File: src/rtl/core/uvda_pkg.sv
// Shared types, constants and conversion table for the undervoltage duration alarm.
package uvda_pkg;

  localparam int TICKS_PER_SECOND_DEF = 20;
  localparam int SAMPLES_AVERAGED_DEF = 3;

  localparam int SAMPLE_W    = 8;
  localparam int VOLT_W      = 9;
  localparam int SECONDS_W   = 7;
  localparam int LEVEL_W     = 7;
  localparam int LED_W       = 8;
  localparam int SUM_W       = 10;
  localparam int AVG_SHIFT   = 18;
  localparam int AVG_RECIP_W = AVG_SHIFT + 1;

  localparam logic [VOLT_W-1:0]    THRESHOLD_RST = 9'd300;
  localparam logic [LEVEL_W-1:0]   LEVEL_MAX     = 7'd127;
  localparam logic [LEVEL_W-1:0]   LEVEL_STEP3   = 7'd120;
  localparam logic [LEVEL_W-1:0]   LEVEL_STEP2   = 7'd80;
  localparam logic [LEVEL_W-1:0]   LEVEL_STEP1   = 7'd40;
  localparam logic [SECONDS_W-1:0] SECONDS_MAX   = 7'd99;
  localparam logic [LED_W-1:0]     LED_ALL_OFF   = 8'hFF;
  localparam logic [LED_W-1:0]     LED_BLINK     = 8'h80;
  localparam logic [LED_W-1:0]     LED_L1_L3     = 8'h07;
  localparam logic [LED_W-1:0]     LED_L1_L2     = 8'h03;
  localparam logic [LED_W-1:0]     LED_L1        = 8'h01;

  localparam logic KIND_SAMPLE = 1'b0;
  localparam logic KIND_TICK   = 1'b1;

  typedef struct packed {
    logic                kind;
    logic [SAMPLE_W-1:0] sample_first;
    logic [SAMPLE_W-1:0] sample_second;
    logic [SAMPLE_W-1:0] sample_third;
  } uvda_in_t;

  typedef struct packed {
    logic [LED_W-1:0]     led_pattern;
    logic [SECONDS_W-1:0] alarm_seconds;
    logic [VOLT_W-1:0]    voltage_centivolts;
    logic                 timing_active;
  } uvda_out_t;

  typedef logic [VOLT_W-1:0] volt_lut_t [256];

  // floor(avg * 500 / 255) for every 8-bit average
  function automatic volt_lut_t build_volt_lut();
    volt_lut_t lut;
    for (int i = 0; i < 256; i++) begin
      lut[i] = VOLT_W'((i * 500) / 255);
    end
    return lut;
  endfunction

  localparam volt_lut_t VOLT_LUT = build_volt_lut();

endpackage

File: src/rtl/core/uvda_volt.sv
// Sample averaging and conversion of the average to centivolts.
module uvda_volt #(
  parameter int SAMPLES_AVERAGED = uvda_pkg::SAMPLES_AVERAGED_DEF
) (
  input  uvda_pkg::uvda_in_t              samples,
  output logic [uvda_pkg::VOLT_W-1:0]     volts
);
  import uvda_pkg::*;

  localparam logic [AVG_RECIP_W-1:0] AVG_RECIP =
    AVG_RECIP_W'(((1 << AVG_SHIFT) + SAMPLES_AVERAGED - 1) / SAMPLES_AVERAGED);

  logic [SUM_W-1:0]               sum;
  logic [SUM_W+AVG_RECIP_W-1:0]   prod;
  logic [SUM_W:0]                 quot;
  logic [SAMPLE_W-1:0]            avg;

  always_comb begin
    sum = SUM_W'(samples.sample_first);
    if (SAMPLES_AVERAGED >= 2) begin
      sum = sum + SUM_W'(samples.sample_second);
    end
    if (SAMPLES_AVERAGED >= 3) begin
      sum = sum + SUM_W'(samples.sample_third);
    end
  end

  // divide by the sample count through a scaled reciprocal
  assign prod = (SUM_W+AVG_RECIP_W)'(sum) * (SUM_W+AVG_RECIP_W)'(AVG_RECIP);
  assign quot = prod[SUM_W+AVG_RECIP_W-1:AVG_SHIFT];
  assign avg  = (quot > (SUM_W+1)'(255)) ? 8'hFF : quot[SAMPLE_W-1:0];

  assign volts = VOLT_LUT[avg];

endmodule

File: src/rtl/core/undervoltage_duration_alarm.sv
// Top level of the undervoltage duration alarm: input register, state update, result register.
//
//  channel  ports                         direction  transaction
//  in       in_valid, in_stall, in_data   input      one sample set or one 50 ms tick
//  out      out_valid, out_stall, out_data output    lights, seconds, voltage, timing flag
//  cfg      cfg_we, cfg_wdata             input      threshold write, no read-back
//
// One transaction per cycle sustained while out_stall is low; out_valid rises once an accepted
// transaction has passed the input register, then the result register, with the state update in between.
// Synchronous active-low reset: threshold 300, lights off, timing cleared.
// A stall on the output holds both registers; in_stall rises only when both are full.
module undervoltage_duration_alarm #(
  parameter int TICKS_PER_SECOND = uvda_pkg::TICKS_PER_SECOND_DEF,
  parameter int SAMPLES_AVERAGED = uvda_pkg::SAMPLES_AVERAGED_DEF
) (
  input  logic                            clk,
  input  logic                            rst_n,
  input  logic                            in_valid,
  output logic                            in_stall,
  input  uvda_pkg::uvda_in_t              in_data,
  output logic                            out_valid,
  input  logic                            out_stall,
  output uvda_pkg::uvda_out_t             out_data,
  input  logic                            cfg_we,
  input  logic [uvda_pkg::VOLT_W-1:0]     cfg_wdata
);
  import uvda_pkg::*;

  localparam int PHASE_W = (TICKS_PER_SECOND > 1) ? $clog2(TICKS_PER_SECOND) : 1;
  localparam logic [PHASE_W:0] PHASE_WRAP = (PHASE_W+1)'(TICKS_PER_SECOND);

  logic                  in_valid_r;
  uvda_in_t              in_data_r;
  logic                  out_valid_r;
  uvda_out_t             out_data_r;
  logic [VOLT_W-1:0]     threshold_r;

  logic                  timing_r,  timing_nxt;
  logic [LEVEL_W-1:0]    level_r,   level_nxt;
  logic [PHASE_W-1:0]    phase_r,   phase_nxt;
  logic [SECONDS_W-1:0]  seconds_r, seconds_nxt;
  logic                  blink_r,   blink_nxt;
  logic [LED_W-1:0]      light_r,   light_nxt;
  logic [VOLT_W-1:0]     volt_r,    volt_nxt;

  logic                  out_load;
  logic                  in_load;
  logic [VOLT_W-1:0]     sample_volts;
  logic [PHASE_W:0]      phase_inc;
  logic                  sec_wrap;

  assign out_load = in_valid_r && (!out_valid_r || !out_stall);
  assign in_load  = !in_valid_r || out_load;
  assign in_stall = !in_load;

  uvda_volt #(
    .SAMPLES_AVERAGED(SAMPLES_AVERAGED)
  ) u_volt (
    .samples(in_data_r),
    .volts  (sample_volts)
  );

  assign phase_inc = (PHASE_W+1)'(phase_r) + (PHASE_W+1)'(1);
  assign sec_wrap  = (phase_inc >= PHASE_WRAP);

  always_comb begin
    timing_nxt  = timing_r;
    level_nxt   = level_r;
    phase_nxt   = phase_r;
    seconds_nxt = seconds_r;
    blink_nxt   = blink_r;
    light_nxt   = light_r;
    volt_nxt    = volt_r;
    if (in_data_r.kind == KIND_SAMPLE) begin
      volt_nxt = sample_volts;
      if (sample_volts < threshold_r) begin
        timing_nxt = 1'b1;
      end else begin
        timing_nxt  = 1'b0;
        level_nxt   = '0;
        phase_nxt   = '0;
        seconds_nxt = '0;
        blink_nxt   = 1'b0;
        light_nxt   = LED_ALL_OFF;
      end
    end else if (timing_r) begin
      if (level_r < LEVEL_MAX) begin
        level_nxt = level_r + LEVEL_W'(1);
      end
      phase_nxt = sec_wrap ? '0 : phase_inc[PHASE_W-1:0];
      if (sec_wrap) begin
        if (seconds_r < SECONDS_MAX) begin
          seconds_nxt = seconds_r + SECONDS_W'(1);
        end
        if (blink_r) begin
          light_nxt = light_r ^ LED_BLINK;
        end
      end
      if (level_nxt > LEVEL_STEP3) begin
        light_nxt = light_nxt & ~LED_L1_L3;
        blink_nxt = 1'b1;
      end else if (level_nxt > LEVEL_STEP2) begin
        light_nxt = light_nxt & ~LED_L1_L2;
      end else if (level_nxt > LEVEL_STEP1) begin
        light_nxt = light_nxt & ~LED_L1;
      end else begin
        light_nxt = LED_ALL_OFF;
      end
    end
  end

  always_ff @(posedge clk) begin
    if (!rst_n) begin
      in_valid_r  <= 1'b0;
      out_valid_r <= 1'b0;
      threshold_r <= THRESHOLD_RST;
      timing_r    <= 1'b0;
      level_r     <= '0;
      phase_r     <= '0;
      seconds_r   <= '0;
      blink_r     <= 1'b0;
      light_r     <= LED_ALL_OFF;
      volt_r      <= '0;
    end else begin
      if (cfg_we) begin
        threshold_r <= cfg_wdata;
      end
      if (in_load) begin
        in_valid_r <= in_valid;
      end
      if (out_load) begin
        out_valid_r <= 1'b1;
        timing_r    <= timing_nxt;
        level_r     <= level_nxt;
        phase_r     <= phase_nxt;
        seconds_r   <= seconds_nxt;
        blink_r     <= blink_nxt;
        light_r     <= light_nxt;
        volt_r      <= volt_nxt;
      end else if (!out_stall) begin
        out_valid_r <= 1'b0;
      end
    end
  end

  always_ff @(posedge clk) begin
    if (in_load && in_valid) begin
      in_data_r <= in_data;
    end
    if (out_load) begin
      out_data_r.led_pattern        <= light_nxt;
      out_data_r.alarm_seconds      <= seconds_nxt;
      out_data_r.voltage_centivolts <= volt_nxt;
      out_data_r.timing_active      <= timing_nxt;
    end
  end

  assign out_valid = out_valid_r;
  assign out_data  = out_data_r;

endmodule
File: config.mk
export PLATFORM = sky130hd
export DESIGN_NAME = undervoltage_duration_alarm
export DESIGN_NICKNAME = d
export VERILOG_FILES = /design/src/rtl/core/uvda_pkg.sv /design/src/rtl/core/uvda_volt.sv /design/src/rtl/core/undervoltage_duration_alarm.sv
export SDC_FILE = /design/constraint.sdc
export NUM_CORES = 1
export LEC_CHECK = 0
export BUFFER_PORTS_ARGS = -buffer_cell sky130_fd_sc_hd__clkbuf_2
export CAP_MARGIN = 20
export CORE_MARGIN = 4
export CORE_UTILIZATION = 50
export DETAILED_ROUTE_END_ITERATION = 7
export PLACE_DENSITY = 0.76
export SLEW_MARGIN = 20
export SYNTH_ARGS = -nofsm -noshare
export SYNTH_HDL_FRONTEND = slang
export SYNTH_SLANG_ARGS = --single-unit
File: constraint.sdc
create_clock -name clk -period 22.4 [get_ports clk]
set_clock_uncertainty 0.2 [all_clocks]
set_input_delay 1.12 -clock clk [delete_from_list [all_inputs] [get_ports clk]]
set_output_delay 1.12 -clock clk [all_outputs]
set_load 0.02 [all_outputs]
==> flow_summary.json, run 1 <==
{
  "yosys.area.top_type": "edfxtp_1",
  "ios": 66,
  "hp-start": "light_r[4]",
  "core_area_um2": 17300,
  "hpwl_um": 16800,
  "cts_resized": 0,
  "path_clk_slew_ns": 0.07,
  "remaining_drc_errors": 0,
  "min_path_type": "flop to flop",
  "rsz0062_at_grt": "false",
  "cp_slowest_cell": "o2bb2ai_1",
  "synth_top_area_share": 0.170,
  "die_area_um2": 19900,
  "async_reset_ff_frac": 0,
  "worstSetupStartpoint": "in_data_r[8]",
  "clkLatencyLatePin_ns": 0.35,
  "holdBufCountCts": 0,
  "netlist_area_um2": 8850,
  "num_rows": 48,
  "grt_pass1_wl_um": 36100,
  "fin_nets": 1222,
  "start_util": 0.512,
  "first_pass_iters": 8,
  "vias": 7572,
  "path_buf_inv": 7,
  "hold_viol": 0,
  "htree_levels": 3,
  "ys_warn_count": 0,
  "synth-main-ff-cell": "edfxtp_1",
  "fin_setup_tns_ns": 0,
  "period_share": 0.554,
  "setup_violations": 0,
  "drt_wl_total_um": 21600,
  "worst_path_most_repeated_cell": "ha_1",
  "cts_setup_buffers": 0,
  "synth_fp_nets": 1177,
  "postRouteAntennaNets": 0,
  "worst_slew_pin_slew_ns": 0.858,
  "area_growth_pct": 8.57,
  "synth.most_common_cell": "inv_1",
  "grt_pass1_vias": 7407,
  "clockRootBuffer": "clkbuf_16",
  "fp.dieW_um": 141,
  "cts_tree": "yes",
  "cts_sinks": 99,
  "io_buffers": 65,
  "grt_max_degree": 31,
  "r2r_start": "in_data_r[8]",
  "dp_cells": 1254,
  "dieHeight_um": 141,
  "clk_path_buf_depth": 2,
  "critical-path-max-stage-delay_ns": 0.65,
  "max_freq_mhz": 80.6,
  "wire_per_inst_um": 17.0,
  "critPathKind": "flop to flop",
  "drt-initial-drc-count": 700,
  "postSynthCellCount": 995,
  "cap_violations": 0,
  "cp-end-kind": "flop",
  "drive_gt1_frac": 0.131,
  "synth-seq-cells": 99,
  "synth_edf_count": 50,
  "globalplace.congestion": 0.956,
  "track_usage": 0.220,
  "setup_ws_ns": 9.99,
  "crit_path_max_fanout": 14,
  "routed_via_density": 5.95,
  "synthTopCellsByArea": "edfxtp_1, ha_1, dfxtp_1",
  "synth.distinct_cells": 93,
  "slew_headroom": 0.426,
  "place_area_um2": 9310,
  "yosysSeqAreaShare": 0.281,
  "cp_top_family": "compound AO/OA/AOI/OAI gates",
  "fin_area_um2": 9610,
  "final_cells": 1272,
  "grt_overflow": 0,
  "netlist_top_cells_count": "inv_1, ha_1, nand2_1",
  "critPathArrivalTime_ns": 12.44,
  "slew_viol_final": 0,
  "post-place-ws_ns": 10.22,
  "status": "finished clean",
  "synth.avg_cell_area_um2": 8.89,
  "cts-buffers-inserted": 9,
  "crit_required_ns": 22.43,
  "start_kind": "flop",
  "period_minus_slack_ns": 12.41,
  "antenna_found_initial": 2
}
==> routing by layer <==
metal,vias to the layer above,global-route usage,part of all wire
met3,61,0.0292,0.057
li1,3665,-,-
met5,-,0,0
met2,267,0.361,0.47
met4,0,0.0872,0.034
met1,3579,0.295,0.44
==> layout make-up <==
class / instances / area, um^2
fillers: 1528 / 7690
multi-input cells: 740 / 5740
flip-flops and latches: 99 / 2480
inverters: 122 / 458
repair buffers: 68 / 348
well taps: 225 / 282
clock buffers: 10 / 239
clock inverters: 6 / 53.8
diodes: 2 / 5.00
==> state kept, by name (all words and copies together) (netlist names) <==
register,flops
level_r,7
light_r,8
timing_r,1
threshold_r,9
in_valid_r,1
in_data_r,25
phase_r,5
out_valid,1
seconds_r,7
out_data,25
blink_r,1
volt_r,9
==> path summary, 6_finish.rpt <==
check / endpoint / slack [ns] / cells past startpoint
setup / recovery: light_r[5] / 9.99 / 47
hold / removal: light_r[4] / 0.24 / 1
setup reg to reg: light_r[5] / 9.99 / 47
hold reg to reg: light_r[4] / 0.24 / 1
==> cell usage in the layout, fill, tap and decap left out, types with 7 or more instances in the layout <==
cell	instances
clkbuf_2	65
edfxtp_1	50
nand3_1	29
inv_1	119
a21oi_1	70
o21ai_1	7
or2_2	8
nand2_1	91
nand4_1	10
clkbuf_16	9
nor2_1	59
xnor2_1	16
mux2i_1	17
a21o_1	22
dfxtp_1	49
o211ai_1	20
a211oi_1	7
ha_1	110
and3_1	15
nand2b_1	9
xor2_1	7
nor3_1	17
a31oi_1	18
o21ai_0	57
fa_1	33
==> stage by stage <==
stage           util  hold WS [ns]
3_3_place_gp   0.538         0.230
5_1_grt        0.555         0.272
6_report       0.555         0.245
2_1_floorplan      -         0.208
4_1_cts        0.555         0.252
3_5_place_dp   0.538         0.233
==> cells by family (layout without fill, tap and decap cells) <==
logic type,Yosys count,after routing,synth area share
buffers and inverters,156,206,0.0717
adders and majority gates,143,143,0.230
xor gates and xnor gates,25,25,0.0264
and+or+nand+nor,275,275,0.155
DFF,99,99,0.281
AOI/OAI and AO/OA,273,273,0.207
other,0,2,0
muxes,24,24,0.0290
Power of run 1 is left out: the tool's default activity adds up to more than one toggle a clock period on the data nets, which glitch-free logic cannot reach.
==> inputs of run 2 (changes only) <==
- PLACE_DENSITY: 0.76 -> 0.79
- clock period: 22.4 -> 11.4 ns (I/O delays scaled with it)
==> flow_summary.json, run 2 (synthesis results as in run 1) <==
{
  "status": "finished clean",
  "max_freq_mhz": 91.8,
  "start_kind": "flop",
  "setup_violations": 0,
  "vias": 7544,
  "cts-buffers-inserted": 9,
  "drt-initial-drc-count": 705,
  "first_pass_iters": 5,
  "setup_ws_ns": 0.502,
  "grt_pass1_vias": 7136,
  "start_util": 0.512,
  "cp-end-kind": "flop",
  "slew_headroom": 0.397,
  "htree_levels": 3,
  "die_area_um2": 19900,
  "layout_commonest_cell": "inv_1",
  "min_path_type": "input pin to flop",
  "worst_slew_pin_slew_ns": 0.901,
  "cts_tree": "yes",
  "period_share": 0.956,
  "track_usage": 0.216,
  "grt_overflow": 0,
  "clkLatencyLatePin_ns": 0.35,
  "area_growth_pct": 11.7,
  "clockRootBuffer": "clkbuf_16",
  "period_minus_slack_ns": 10.90,
  "clk_path_buf_depth": 2,
  "final_cell_mix": "inv_1, ha_1, nand2_1, clkbuf_2, a21oi_1",
  "grt_max_degree": 31,
  "critical-path-max-stage-delay_ns": 0.60,
  "antenna_found_initial": 1,
  "slew_viol_final": 0,
  "routed_via_density": 5.87,
  "hpwl_um": 16800,
  "holdBufCountCts": 0,
  "fillerInstances": 1525,
  "fp.dieW_um": 141,
  "remaining_drc_errors": 0,
  "wire_per_inst_um": 17.0,
  "path_clk_slew_ns": 0.07,
  "crit_required_ns": 11.43,
  "ios": 66,
  "num_rows": 48,
  "post-place-ws_ns": -0.126,
  "core_area_um2": 17300,
  "io_buffers": 65,
  "drt_wl_total_um": 21800,
  "cts_sinks": 99,
  "critPathKind": "flop to flop",
  "crit_path_max_fanout": 10,
  "cp_slowest_cell": "fa_1",
  "dieHeight_um": 141,
  "hold_viol": 0,
  "critPathArrivalTime_ns": 10.93,
  "cap_violations": 0,
  "fin_nets": 1236,
  "postRouteAntennaNets": 0,
  "rrSetupSlack_ns": 0.50,
  "drive_gt1_frac": 0.179,
  "grt_pass1_wl_um": 35300,
  "globalplace.congestion": 0.940
}
run 2: cell types whose count changed in the layout (fill, tap and decap cells not counted), sizes merged:
cell | previous run | this run
clkinv | 1 | 3
clkbuf | 75 | 74
clkinvlp | 1 | 0
diode | 2 | 1
buf | 3 | 17
run 2: timing repair:
item / in CTS / in global routing
resized for setup: 4 / 41
endpoints found under the setup margin: 27 / 45
buffers inserted: 0 / 0
pin swaps: 0 / 4
gates cloned: 0 / 0
run 2: path summary, 6_finish.rpt:
check / from / end / cells after the start
hold / removal: in_data[17] / in_data_r[17] / 1
setup reg to reg: in_data_r[8] / light_r[7] / 49
hold reg to reg: light_r[3] / light_r[3] / 1
setup / recovery: in_data_r[8] / light_r[7] / 49
run 2: layout make-up:
cell class / count / area [um^2] / area share
inverter: 122 / 458 / 0.0463
antenna: 1 / 2.50 / 0.000253
clock inverter: 7 / 67.6 / 0.00684
sequential: 99 / 2480 / 0.251
tap: 225 / 282 / 0.0285
clock buffer: 9 / 225 / 0.0228
timing repair buffer: 82 / 453 / 0.0458
multi-input combinational: 740 / 5910 / 0.598
run 2: critical path: cells and delay by family, from the launching register on:
family                     cells  cell delay (ns)
AOI/OAI and AO/OA             21             3.88
xor gates and xnor gates       1             0.24
adders and majority gates     11             4.09
buffers and inverters          8             0.79
DFF                            1             0.33
and+or+nand+nor                8             1.26
run 2: stage by stage:
stage	hold WS [ns]	area, um^2	utilization	TNS, ns	instances
floorplan	0.208	8850	-	0	995
global placement	0.219	9410	0.544	0	1268
detailed placement	0.225	9410	0.544	-0.671	1268
CTS	0.184	9710	0.561	0	1284
global route	0.178	9880	0.571	-0.438	1285
finish	0.195	9880	0.571	0	1285
run 2: metal layers:
layer | routed length (um) | GRT usage
met5 | 0 | 0
met4 | 427 | 0.0556
met3 | 1360 | 0.0414
met2 | 10500 | 0.357
met1 | 9540 | 0.292
Power of run 2 is left out for the same reason.
